**config.mk**
```make
export PLATFORM = sky130hd
export DESIGN_NAME = scintillation_event_record_decoder
export DESIGN_NICKNAME = d
export VERILOG_FILES = /design/src/sered_pkg.sv /design/src/scintillation_event_record_decoder.sv /design/src/sered_front.sv /design/src/sered_fifo.sv /design/src/sered_div.sv /design/src/sered_back.sv
export SDC_FILE = /design/constraint.sdc
export NUM_CORES = 2
export LEC_CHECK = 0
export BUFFER_PORTS_ARGS = -buffer_cell sky130_fd_sc_hd__buf_2
export CORE_MARGIN = 2
export CORE_UTILIZATION = 39
export CTS_BUF_LIST = sky130_fd_sc_hd__clkbuf_4 sky130_fd_sc_hd__clkbuf_8
export DETAILED_ROUTE_END_ITERATION = 6
export HOLD_SLACK_MARGIN = 0.12
export PLACE_DENSITY = 0.56
export SETUP_SLACK_MARGIN = 0.3
export SLEW_MARGIN = 25
export SYNTH_ARGS = -nofsm -noshare
export SYNTH_HDL_FRONTEND = slang
export SYNTH_SLANG_ARGS = --single-unit
```
**constraint.sdc**
```tcl
create_clock -name clk -period 17.6 [get_ports clk]
set_input_delay 5.28 -clock clk [delete_from_list [all_inputs] [get_ports clk]]
set_output_delay 5.28 -clock clk [all_outputs]
set_load 0.05 [all_outputs]
```
**src/sered_pkg.sv**
```systemverilog
// shared types and constants for the scintillation event record decoder
package sered_pkg;

	// one complete record, byte 0 in the top eight bits
	localparam int RecordBytes = 16;
	localparam int RecordWidth = 8 * RecordBytes;
	typedef logic [RecordWidth-1:0] rec_t;

	// header byte marker in the top five bits
	localparam logic [4:0] HeaderMark = 5'h1F;

	// byte position of the last byte of a record
	localparam logic [3:0] LastPos = 4'(RecordBytes - 1);

	// reset value of the tag period register
	localparam logic [19:0] PeriodReset = 20'd80000;

	// record transaction between front, queue and back
	typedef struct packed {
		logic valid;
		rec_t rec;
	} rec_chan_t;

	// back end sequencer states
	typedef enum logic [1:0] {
		BK_IDLE,
		BK_PREP,
		BK_DIV,
		BK_DONE
	} back_state_t;

	// pick byte idx (0 = header) out of a record
	function automatic logic [7:0] rec_byte(input rec_t rec, input int idx);
		rec_byte = rec[RecordWidth-1-8*idx -: 8];
	endfunction

endpackage

```
**src/scintillation_event_record_decoder.sv**
```systemverilog
// Scintillation event record decoder. Takes the detector byte stream at one byte
// per clock, drops bytes until a header (top five bits set), then gathers the
// header and fifteen more bytes into a record. A time-tag record updates the
// 48-bit tag of its module and gives no output; an event record gives one result
// with block number, both energy sums, the x and y anger ratios and the absolute
// time. Assembled records go through a two-record queue to the back end, which
// takes a time-tag record straight off the queue head and runs an event record
// through prepare, divide (two quotient bits per step) and done, so a 16-byte
// record is finished well before the next arrives and the input runs at one byte
// per clock as long as results are taken. With the back end idle, a record's last
// byte passes the queue, capture, prepare, divide, done and the result register
// before its result is offered. The user must write tag_period_ticks through
// the config channel only while the block is idle; not enforced. Resets to 80000.
module scintillation_event_record_decoder #(
	parameter int MODULE_COUNT        = 16,
	parameter int RATIO_FRACTION_BITS = 15
) (
	input  logic        clk,
	input  logic        arst_n,
	input  logic        in_valid,
	output logic        in_ready,
	input  logic [7:0]  data_byte,
	input  logic        cfg_valid,
	output logic        cfg_ready,
	input  logic [19:0] tag_period_ticks,
	output logic        out_valid,
	input  logic        out_ready,
	output logic [5:0]  block_id,
	output logic [13:0] energy_first,
	output logic [13:0] energy_second,
	output logic [15:0] x_ratio,
	output logic [15:0] y_ratio,
	output logic [63:0] event_time
);

	logic [19:0]          period_q;
	sered_pkg::rec_chan_t push;
	sered_pkg::rec_chan_t head;
	logic                 q_full;
	logic                 pop;

	// tag period register
	assign cfg_ready = 1'b1;

	always_ff @(posedge clk or negedge arst_n) begin
		if (!arst_n) begin
			period_q <= sered_pkg::PeriodReset;
		end else if (cfg_valid && cfg_ready) begin
			period_q <= tag_period_ticks;
		end
	end

	// header hunt and record assembly
	sered_front u_front (
		.clk       (clk),
		.arst_n    (arst_n),
		.in_valid  (in_valid),
		.in_ready  (in_ready),
		.data_byte (data_byte),
		.q_full    (q_full),
		.push      (push)
	);

	// record queue
	sered_fifo u_fifo (
		.clk    (clk),
		.arst_n (arst_n),
		.push   (push),
		.full   (q_full),
		.head   (head),
		.pop    (pop)
	);

	// decode and compute
	sered_back #(
		.MODULE_COUNT        (MODULE_COUNT),
		.RATIO_FRACTION_BITS (RATIO_FRACTION_BITS)
	) u_back (
		.clk           (clk),
		.arst_n        (arst_n),
		.head          (head),
		.pop           (pop),
		.period        (period_q),
		.out_valid     (out_valid),
		.out_ready     (out_ready),
		.block_id      (block_id),
		.energy_first  (energy_first),
		.energy_second (energy_second),
		.x_ratio       (x_ratio),
		.y_ratio       (y_ratio),
		.event_time    (event_time)
	);

endmodule

```
**src/sered_front.sv**
```systemverilog
// front end: header hunt and record assembly
module sered_front (
	input  logic                 clk,
	input  logic                 arst_n,
	input  logic                 in_valid,
	output logic                 in_ready,
	input  logic [7:0]           data_byte,
	input  logic                 q_full,
	output sered_pkg::rec_chan_t push
);

	logic       in_frame_q;
	logic [3:0] pos_q;
	logic [7:0] bytes_q [sered_pkg::RecordBytes-1];
	logic       accept;
	logic       is_header;
	logic       last_byte;

	// hold the input whenever the queue has no room
	assign in_ready  = !q_full;
	assign accept    = in_valid && in_ready;
	assign is_header = (data_byte[7:3] == sered_pkg::HeaderMark);
	assign last_byte = in_frame_q && (pos_q == sered_pkg::LastPos);

	// framing state
	always_ff @(posedge clk or negedge arst_n) begin
		if (!arst_n) begin
			in_frame_q <= 1'b0;
			pos_q      <= 4'd0;
		end else if (accept) begin
			if (!in_frame_q) begin
				if (is_header) begin
					in_frame_q <= 1'b1;
					pos_q      <= 4'd1;
				end
			end else if (last_byte) begin
				in_frame_q <= 1'b0;
				pos_q      <= 4'd0;
			end else begin
				pos_q <= pos_q + 4'd1;
			end
		end
	end

	// record byte store
	always_ff @(posedge clk) begin
		if (accept) begin
			if (!in_frame_q) begin
				if (is_header) begin
					bytes_q[0] <= data_byte;
				end
			end else if (!last_byte) begin
				bytes_q[pos_q] <= data_byte;
			end
		end
	end

	// full record out on the last byte
	always_comb begin
		push.valid = accept && last_byte;
		push.rec   = '0;
		for (int i = 0; i < sered_pkg::RecordBytes - 1; i++) begin
			push.rec[sered_pkg::RecordWidth-1-8*i -: 8] = bytes_q[i];
		end
		push.rec[7:0] = data_byte;
	end

endmodule

```
**src/sered_fifo.sv**
```systemverilog
// two-entry record queue between front and back
module sered_fifo (
	input  logic                 clk,
	input  logic                 arst_n,
	input  sered_pkg::rec_chan_t push,
	output logic                 full,
	output sered_pkg::rec_chan_t head,
	input  logic                 pop
);

	sered_pkg::rec_t mem_q [2];
	logic            wr_q;
	logic            rd_q;
	logic [1:0]      cnt_q;

	assign full       = (cnt_q == 2'd2);
	assign head.valid = (cnt_q != 2'd0);
	assign head.rec   = mem_q[rd_q];

	// pointers and fill count
	always_ff @(posedge clk or negedge arst_n) begin
		if (!arst_n) begin
			wr_q  <= 1'b0;
			rd_q  <= 1'b0;
			cnt_q <= 2'd0;
		end else begin
			if (push.valid) begin
				wr_q <= ~wr_q;
			end
			if (pop) begin
				rd_q <= ~rd_q;
			end
			case ({push.valid, pop})
				2'b10:   cnt_q <= cnt_q + 2'd1;
				2'b01:   cnt_q <= cnt_q - 2'd1;
				default: cnt_q <= cnt_q;
			endcase
		end
	end

	// storage
	always_ff @(posedge clk) begin
		if (push.valid) begin
			mem_q[wr_q] <= push.rec;
		end
	end

endmodule

```
**src/sered_div.sv**
```systemverilog
// radix-4 restoring divider for one anger ratio
module sered_div #(
	parameter int FRAC_BITS = 15
) (
	input  logic        clk,
	input  logic        start,
	input  logic        step,
	input  logic [12:0] num,
	input  logic [13:0] sum,
	output logic [15:0] ratio
);

	// fraction bits rounded up to even, plus the integer bit
	localparam int FB = 2 * ((FRAC_BITS + 1) / 2);
	localparam int QW = FB + 1;
	localparam int WW = (QW > 17) ? QW : 17;

	logic          zero_q;
	logic [13:0]   rem_q;
	logic [QW-1:0] quot_q;
	logic [14:0]   t1;
	logic [14:0]   t2;
	logic [14:0]   sum_x;
	logic          ge1;
	logic          ge2;
	logic [13:0]   r1;
	logic [13:0]   r2;
	logic [WW-1:0] shifted;
	logic [WW-1:0] raw;

	// two quotient bits per step
	always_comb begin
		sum_x = {1'b0, sum};
		t1    = {rem_q, 1'b0};
		ge1   = (t1 >= sum_x);
		r1    = ge1 ? 14'(t1 - sum_x) : t1[13:0];
		t2    = {r1, 1'b0};
		ge2   = (t2 >= sum_x);
		r2    = ge2 ? 14'(t2 - sum_x) : t2[13:0];
	end

	// integer bit on start, fraction bits on each step
	always_ff @(posedge clk) begin
		if (start) begin
			zero_q <= (sum == 14'd0);
			if ({1'b0, num} >= sum) begin
				quot_q <= QW'(1);
				rem_q  <= 14'({1'b0, num} - sum);
			end else begin
				quot_q <= '0;
				rem_q  <= {1'b0, num};
			end
		end else if (step) begin
			quot_q <= {quot_q[QW-3:0], ge1, ge2};
			rem_q  <= r2;
		end
	end

	// drop the extra bit, zero-sum case, saturate to 16 bits
	always_comb begin
		shifted = WW'(quot_q >> (FB - FRAC_BITS));
		raw     = zero_q ? (WW'(1) << FRAC_BITS) : shifted;
		ratio   = (raw > WW'(16'hFFFF)) ? 16'hFFFF : raw[15:0];
	end

endmodule

```
**src/sered_back.sv**
```systemverilog
// back end: record decode, tag store, ratios, time and result register
module sered_back #(
	parameter int MODULE_COUNT        = 16,
	parameter int RATIO_FRACTION_BITS = 15
) (
	input  logic                 clk,
	input  logic                 arst_n,
	input  sered_pkg::rec_chan_t head,
	output logic                 pop,
	input  logic [19:0]          period,
	output logic                 out_valid,
	input  logic                 out_ready,
	output logic [5:0]           block_id,
	output logic [13:0]          energy_first,
	output logic [13:0]          energy_second,
	output logic [15:0]          x_ratio,
	output logic [15:0]          y_ratio,
	output logic [63:0]          event_time
);

	localparam int MOD_W = (MODULE_COUNT > 1) ? $clog2(MODULE_COUNT) : 1;
	localparam int STEPS = (RATIO_FRACTION_BITS + 1) / 2;
	localparam int CNT_W = $clog2(STEPS);

	sered_pkg::back_state_t state_q;
	sered_pkg::back_state_t state_d;

	// decoded fields of the queue head
	logic [7:0]  d [sered_pkg::RecordBytes];
	logic [5:0]  blk;
	logic        is_event;
	logic [3:0]  mod;
	logic        mod_ok;
	logic [MOD_W-1:0] mod_idx;
	logic [11:0] ch_a, ch_b, ch_c, ch_d, ch_e, ch_f, ch_g, ch_h;
	logic [47:0] new_tag;
	logic [19:0] fine;

	// sequencer controls
	logic tag_we;
	logic capture;
	logic div_start;
	logic div_step;
	logic out_load;

	// stored and working registers
	logic [47:0]      tags_q [MODULE_COUNT];
	logic [5:0]       blk_q;
	logic [13:0]      sum1_q;
	logic [13:0]      sum2_q;
	logic [12:0]      num_x_q;
	logic [12:0]      num_y_q;
	logic [19:0]      fine_q;
	logic [47:0]      tag_q;
	logic [43:0]      prod_hi_q;
	logic [43:0]      prod_lo_q;
	logic [63:0]      mid_q;
	logic [63:0]      time_q;
	logic [CNT_W-1:0] step_q;
	logic [15:0]      ratio_x;
	logic [15:0]      ratio_y;
	logic             out_valid_q;

	// unpack the head record
	always_comb begin
		for (int i = 0; i < sered_pkg::RecordBytes; i++) begin
			d[i] = sered_pkg::rec_byte(head.rec, i);
		end
		blk      = {d[0][1:0], d[1][7:4]};
		is_event = d[0][2];
		mod      = blk[5:2];
		mod_ok   = ({1'b0, mod} < 5'(MODULE_COUNT));
		mod_idx  = mod[MOD_W-1:0];
		ch_a     = {d[1][3:0], d[2]};
		ch_c     = {d[4][3:0], d[5]};
		ch_e     = {d[7][3:0], d[8]};
		ch_g     = {d[10][3:0], d[11]};
		ch_b     = {d[3], d[4][7:4]};
		ch_d     = {d[6], d[7][7:4]};
		ch_f     = {d[9], d[10][7:4]};
		ch_h     = {d[12], d[13][7:4]};
		new_tag  = {d[10], d[11], d[12], d[13], d[14], d[15]};
		fine     = {d[13][3:0], d[14], d[15]};
	end

	// next state
	always_comb begin
		state_d = state_q;
		case (state_q)
			sered_pkg::BK_IDLE: begin
				if (head.valid && is_event) begin
					state_d = sered_pkg::BK_PREP;
				end
			end
			sered_pkg::BK_PREP: state_d = sered_pkg::BK_DIV;
			sered_pkg::BK_DIV: begin
				if (step_q == '0) begin
					state_d = sered_pkg::BK_DONE;
				end
			end
			sered_pkg::BK_DONE: begin
				if (out_load) begin
					state_d = sered_pkg::BK_IDLE;
				end
			end
			default: state_d = sered_pkg::BK_IDLE;
		endcase
	end

	// sequencer outputs
	always_comb begin
		pop       = (state_q == sered_pkg::BK_IDLE) && head.valid;
		tag_we    = pop && !is_event && mod_ok;
		capture   = pop && is_event;
		div_start = (state_q == sered_pkg::BK_PREP);
		div_step  = (state_q == sered_pkg::BK_DIV);
		out_load  = (state_q == sered_pkg::BK_DONE) && (!out_valid_q || out_ready);
	end

	// state register
	always_ff @(posedge clk or negedge arst_n) begin
		if (!arst_n) begin
			state_q <= sered_pkg::BK_IDLE;
		end else begin
			state_q <= state_d;
		end
	end

	// per-module time tags, cleared by reset
	always_ff @(posedge clk or negedge arst_n) begin
		if (!arst_n) begin
			for (int i = 0; i < MODULE_COUNT; i++) begin
				tags_q[i] <= '0;
			end
		end else if (tag_we) begin
			tags_q[mod_idx] <= new_tag;
		end
	end

	// event capture: sums, ratio numerators, fine time, module tag
	always_ff @(posedge clk) begin
		if (capture) begin
			blk_q   <= blk;
			sum1_q  <= 14'(ch_a) + 14'(ch_b) + 14'(ch_c) + 14'(ch_d);
			sum2_q  <= 14'(ch_e) + 14'(ch_f) + 14'(ch_g) + 14'(ch_h);
			num_x_q <= 13'(ch_a) + 13'(ch_b);
			num_y_q <= 13'(ch_a) + 13'(ch_d);
			fine_q  <= fine;
			tag_q   <= mod_ok ? tags_q[mod_idx] : 48'd0;
		end
	end

	// tag times period as two 24 by 20 partial products, then two adds
	always_ff @(posedge clk) begin
		if (div_start) begin
			prod_hi_q <= tag_q[47:24] * period;
			prod_lo_q <= tag_q[23:0] * period;
		end
		if (div_step) begin
			mid_q  <= {prod_hi_q[39:0], 24'd0} + {20'd0, prod_lo_q};
			time_q <= mid_q + {44'd0, fine_q};
		end
	end

	// divider step count
	always_ff @(posedge clk or negedge arst_n) begin
		if (!arst_n) begin
			step_q <= '0;
		end else if (div_start) begin
			step_q <= CNT_W'(STEPS - 1);
		end else if (div_step) begin
			step_q <= step_q - 1'b1;
		end
	end

	// x and y ratio dividers run side by side
	sered_div #(
		.FRAC_BITS(RATIO_FRACTION_BITS)
	) u_div_x (
		.clk   (clk),
		.start (div_start),
		.step  (div_step),
		.num   (num_x_q),
		.sum   (sum1_q),
		.ratio (ratio_x)
	);

	sered_div #(
		.FRAC_BITS(RATIO_FRACTION_BITS)
	) u_div_y (
		.clk   (clk),
		.start (div_start),
		.step  (div_step),
		.num   (num_y_q),
		.sum   (sum1_q),
		.ratio (ratio_y)
	);

	// result valid
	always_ff @(posedge clk or negedge arst_n) begin
		if (!arst_n) begin
			out_valid_q <= 1'b0;
		end else if (out_load) begin
			out_valid_q <= 1'b1;
		end else if (out_ready) begin
			out_valid_q <= 1'b0;
		end
	end

	// result payload
	always_ff @(posedge clk) begin
		if (out_load) begin
			block_id      <= blk_q;
			energy_first  <= sum1_q;
			energy_second <= sum2_q;
			x_ratio       <= ratio_x;
			y_ratio       <= ratio_y;
			event_time    <= time_q;
		end
	end

	assign out_valid = out_valid_q;

endmodule

```
-- Yosys cells after proc, flatten, opt, wreduce, memory -nomap -nowiden
Memories as Yosys holds them, arrays and structs flattened.
Cells that the tools add are included.
- $add $sub $neg: 20
- multipliers: 2
- order comparisons: 10
- equality and inequality tests: 11
- muxes and demuxes: 50
- bitwise gates (word level): 3
- reduce and logical (&&, ||, !) cells: 24
- operators with widths (operator ; number):
    768-bit bitwise mux ; 1
    48-bit binary-select mux with 4-bit select ; 1
    48-bit demux with 4-bit select ; 1
    48-bit 2-to-1 mux ; 3
    14-bit 2-to-1 mux ; 10
    17-bit 2-to-1 mux ; 4
    64-bit by 20-bit adder with 64-bit output ; 1
    64-bit by 44-bit adder with 64-bit output ; 1
    15-bit by 14-bit >= comparator with 1-bit output ; 4
    14-bit by 12-bit adder with 14-bit output ; 4
    14-bit subtractor ; 4
    12-bit by 12-bit adder with 13-bit output ; 4
    24-bit by 20-bit multiplier with 44-bit output ; 1
    24-bit by 20-bit multiplier with 40-bit output ; 1
    16-bit greater-than comparator (second input constant) ; 2
    16-bit 2-to-1 mux ; 2
    13-bit by 14-bit >= comparator with 1-bit output ; 2
    13-bit by 14-bit subtractor with 14-bit output ; 2
    1-bit 2-to-1 mux ; 16
    4-bit 2-to-1 mux ; 4
    14-bit logical NOT ; 1
    2-bit nonzero test ; 5
    1-bit logical AND ; 9
    2-bit equality test (second input constant) ; 4
    other kinds (25) ; 33
- register bits: 1336
- RAM bits: 376
- bits of input ports: 33
- output and inout port bits: 133
- logic and storage cells: 169
- memories kept: 2
- memory list (memory ; depth ; bits a word ; read ports ; clocked after Yosys merged registers in ; wr ports ; line ; source):
    u_fifo.mem_q ; 2 ; 128 ; 1 ; 0 ; 1 ; sered_fifo.sv:11 ; sered_pkg::rec_t mem_q [2];
    u_front.bytes_q ; 15 ; 8 ; 15 ; 0 ; 1 ; sered_front.sv:14 ; logic [7:0] bytes_q [sered_pkg::RecordBytes-1];

-- Longest topological paths before layout
- depth in word-level cells: 8
- depth in mapped cells: 28
- mapped depth without buffers: 26

-- Hierarchy
A second synthesis with hierarchy kept.
- cells, all modules: 8291
- area total of the unflattened synthesis: 107239.1 µm²
- modules (own cells, without submodules) (module ; times used ; cells an instance ; area each (µm²) ; seq. area each (µm²)):
    sered_back ; 1 ; 6792 ; 85141.7 ; 33482.1
    sered_fifo ; 1 ; 414 ; 9466.6 ; 7787.5
    sered_front ; 1 ; 189 ; 4144.0 ; 3728.6
    sered_div (u_back.u_div_x) ; 1 ; 426 ; 3833.7 ; 960.9
    sered_div (u_back.u_div_y) ; 1 ; 426 ; 3812.4 ; 960.9
    scintillation_event_record_decoder ; 1 ; 44 ; 840.8 ; 506.7

-- Worst setup path after synthesis
OpenSTA, ideal clock, no wires.
- kind: input -> register
- start: input in_valid
- end: memory u_fifo.mem_q[0][0] in the netlist's numbering, enable pin
- setup time: 0.607 ns
- data arrival time: 10.859 ns
- data required time: 16.993 ns
- path slack: 6.135 ns
- cell stages on the path: 4
- path buffers: 1
- cell sequence: and3_1 > clkbuf_1 > nand2_1 > nor2_1
- word-level cells in the longest chain between the ends: 4
- ends and longest elaborated chain (item ; line ; source):
    start, declared ; scintillation_event_record_decoder.sv:20 ; input logic in_valid,
    1-bit logical AND ; sered_front.sv:21 ; assign accept = in_valid && in_ready;
    1-bit logical AND ; sered_front.sv:60 ; push.valid = accept && last_byte;
    1-bit 2-to-1 mux ; sered_fifo.sv:43 ; if (push.valid) begin
    1-bit 2-to-1 mux (implied by the code) ; sered_fifo.sv:44 ; mem_q[wr_q] <= push.rec;
    end, declared ; sered_fifo.sv:11 ;
No other way between the ends.

-- Final worst setup path
- start: register period_q[5]
- end: register u_back.prod_hi_q[37], data pin
- word-level cells in the longest chain between the ends: 1
- ends and longest elaborated chain (item ; line ; source):
    start, declared ; scintillation_event_record_decoder.sv:36 ; logic [19:0] period_q;
    start signal, assigned ; scintillation_event_record_decoder.sv:47 ; period_q <= sered_pkg::PeriodReset;
    start signal, assigned ; scintillation_event_record_decoder.sv:49 ; period_q <= tag_period_ticks;
    24-bit by 20-bit multiplier with 40-bit output ; sered_back.sv:156 ; prod_hi_q <= tag_q[47:24] * period;
    end signal, assigned ; sered_back.sv:156 ;
    end, declared ; sered_back.sv:55 ; logic [43:0] prod_hi_q;
No other way between the ends.
A chain may end at the register's enable or synchronous reset.

==> results.md <==
- Status: completed
- Setup crit end kind: register
- I/O Pins: approximately 170
- Pre-antenna DRT Iters: 5
- Antenna viol nets, final: 0
- Cts repair resizes: 0
- Final Max Slew Viols: 0
- Clock buffer depth: 4
- R2R Setup Slk: between 9000 and 10,000 ps
- Final nets: 11,710
- Core Region: 270,000 um2
- Via/cell ratio: around 5.2
- Critical Path Sink: u_back.prod_hi_q[37]
- Grt met3 use: 0.03397
- Critical Path AT: 9220 ps
- Synth cell count leaders: nand2_1 (1,431), inv_1 (1,077), a21oi_1 (951)
- FF/Latch Area: 46,950 um2
- Setup TNS: 0 ps
- Share of the synthesized area in the top cell type: 0.2541
- Syn-to-layout area delta: 10.64%
- Crit path buf inv count: 4
- Vias in the first global route: about 76,000
- Most numerous cell in the Yosys netlist: nand2_1
- PortBufs: 164
- Drt drc: 0
- Asr flop ratio synth: 0.4732
- Worst-case reg-to-reg path depth: 23
- Clock Latency Late Sink: 970 ps
- Setup CP Type: register to register
- Mapped Cells: 10,380
- First-pass GRT wire length: 447,100 um
- Hold Crit Class: register to register
- Synthesized area per cell: around 10 um2
- GRT overflow: 0
- WP depth: 23
- Post-synth EDFFs: around 890
- WL/cell: 20.28 um
- WHS Path Cells: 0
- Reg2reg start: period_q[5]
- Clock sink total: 1,697
- Initial antenna violation count: 18
- Share of cells above drive strength 1: 0.09630
- Rows: approximately 190
- Met1 Use GR: 0.2884
- Synthesized area: 105,700 um2
- CP cell instances: buf_4 -> nand2_1 -> fa_1 -> fa_1 -> fa_1 -> inv_1 -> fa_1 -> fa_1 -> fa_1 -> inv_1 -> fa_1 -> inv_1 -> ha_1 -> a21oi_1 -> o21ai_1 -> o41ai_2 -> o21ai_0 -> or3_1 -> a311oi_1 -> nor3_1 -> o21ai_1 -> or4b_1 -> o311ai_1
- Footprint of the multi-input gates: between 50,000 and 60,000 um2
- Hold Buf Count CTS: 0
- Cell mode on critical path: fa_1
- 1st-iter DRT viols: around 6,000
- Synthesis warning total: 0
- Final worst-path cycle share: 0.4841
- Synth unique cells: a little under 90
- Met2 usage: 0.3344
- DPL Wire Length: 185,700 um
- Largest cells by area after synthesis: edfxtp_1 (25%), dfrtp_1 (19%), fa_1 (15%), ha_1 (5.6%), nand2_1 (5.1%)
- Peak Freq: 117.4 MHz
- Reg2reg end: u_back.prod_hi_q[37]
- Final GP Congestion: 0.8536
- Worst Path Max Fanout: 33
- Clk root buf: clkbuf_8
- Full die area: 275,100 um2
- H-tree depth: 5
- Slew @ Worst Pin: 1151 ps
- Cts bufs inserted: 311
- Syn nets: 11,700
- Crit path largest cell delay: between 600 and 700 ps
- Largest net degree at the start of global routing: between 150 and 200
- Sequential share of the synthesized area: 0.4443
- Max Cap Viol: 0
- Die W: 524.5 um
- CP startpoint: period_q[5]
- Post-CTS setup buffer count: 0
- CP Data Required Time: approximately 18,000 ps
- Cell accounting for the most synthesized area: edfxtp_1
- Final critical-path required period: between 8000 and 9000 ps
- DRT Wirelength: about 290,000 um
- Via count: 73,940
- Gr usage total: 0.2076
- CP Launch Type: register
- CTS tree: yes
- Synth Flop Type: edfxtp_1
- Gr busiest metal: met2
- Clock skew: approximately 110 ps
- Fin. Hold Viols: 0
- Clock slew at reported path FFs: 50 ps
- RSZ-0062 raised after global routing: no
- Starting Density: 0.3913
- Final setup vio count: 0
- Slowest CP cell: dfrtp_1
- CP delay by family, top: adder cells
- Synth Register Bits: approximately 1,700
- Filler cells: 25,590
- Die H: 524.5 um
- Rel. slew slack: 0.2327
[worst reg2reg max path, stage by stage, from the launching register on]
cell and delay, ps:
dfrtp_1 690, buf_4 510, nand2_1 220, fa_1 610
fa_1 440, fa_1 520, inv_1 50, fa_1 460
fa_1 530, fa_1 550, inv_1 60, fa_1 550
inv_1 50, ha_1 370, a21oi_1 160, o21ai_1 120
o41ai_2 270, o21ai_0 140, or3_1 330, a311oi_1 610
nor3_1 220, o21ai_1 240, or4b_1 480, o311ai_1 100
[how the worst min path moves through the flow]
| stage | start | to | slack [ps] |
|---|---|---|---|
| global route | u_back.time_q[53] | u_back.event_time[53] | 370 |
| detailed placement | u_back.time_q[42] | u_back.event_time[42] | 400 |
| finish | u_back.time_q[54] | u_back.event_time[54] | 370 |
| CTS | u_back.time_q[53] | u_back.event_time[53] | 370 |
| floorplan | u_back.blk_q[0] | u_back.block_id[0] | 400 |
| global placement | u_back.prod_lo_q[16] | u_back.mid_q[16] | 400 |
[per-layer routing]
layer	share of wire	routed length, um
met4	0.027	7695
met2	0.46	133500
met3	0.061	17600
met1	0.45	129200
met5	0.00028	82
[state kept, by name (all words and copies together), names as in the netlist, 16 cells and up]
register,count
period_q,20
u_back.fine_q,20
u_back.event_time,64
u_fifo.mem_q,246
u_back.prod_hi_q,40
u_back.time_q,64
u_back.y_ratio,16
u_back.mid_q,64
u_back.prod_lo_q,44
u_back.tags_q,768
u_back.x_ratio,16
u_back.tag_q,48
u_back.u_div_y.quot_q,17
u_back.u_div_x.quot_q,17
u_front.bytes_q,115
[stage by stage]
| stage | utilization | cell area [um2] | hold WS, ps | cells | worst slack, ps |
|---|---|---|---|---|---|
| final | 0.4329 | 116900 | 367.6 | 14210 | 9080 |
| after global routing | 0.4329 | 116900 | 368.3 | 14210 | 8574 |
| after CTS | 0.4323 | 116700 | 368.5 | 14200 | 9124 |
| after detailed placement | 0.4082 | 110200 | 404.5 | 13640 | 8807 |
| after global placement | 0.4078 | 110100 | 400.5 | 13640 | 8958 |
| after floorplan | - | 105700 | 400.3 | 10380 | 6135 |
[cells in the final DEF (no fill, tap or decap), drive strengths merged, types with 452 or more instances in the layout]
cell	n
clkbuf	452
dfrtp	798
fa	814
a21oi	952
and2	501
edfxtp	894
nand2	1431
nor2	945
inv	1090
ha	471
[cell families after synthesis]
logic type	Yosys count	share of synthesized area
AOI/OAI and AO/OA	1559	0.08744
xor gates and xnor gates	287	0.02379
adders and majority gates	1285	0.2100
buffers and inverters	1704	0.06088
DFF	1697	0.4443
muxes	172	0.01721
other	1	0.00003549
and+or+nand+nor	3672	0.1563
[area by class of cell]
class / instances / share of cell area
Antenna cell: 5 / 0.0001070
Clock buffer: 452 / 0.04803
Clock inverter: 103 / 0.007631
Inverter: 1080 / 0.03479
Multi-Input combinational cell: 6976 / 0.4503
Sequential cell: 1697 / 0.4016
Tap cell: 3570 / 0.03821
Timing Repair Buffer: 325 / 0.01935
Power is not shown: default switching activity piles up to over one toggle a cycle in this logic, so the estimate is an artifact.
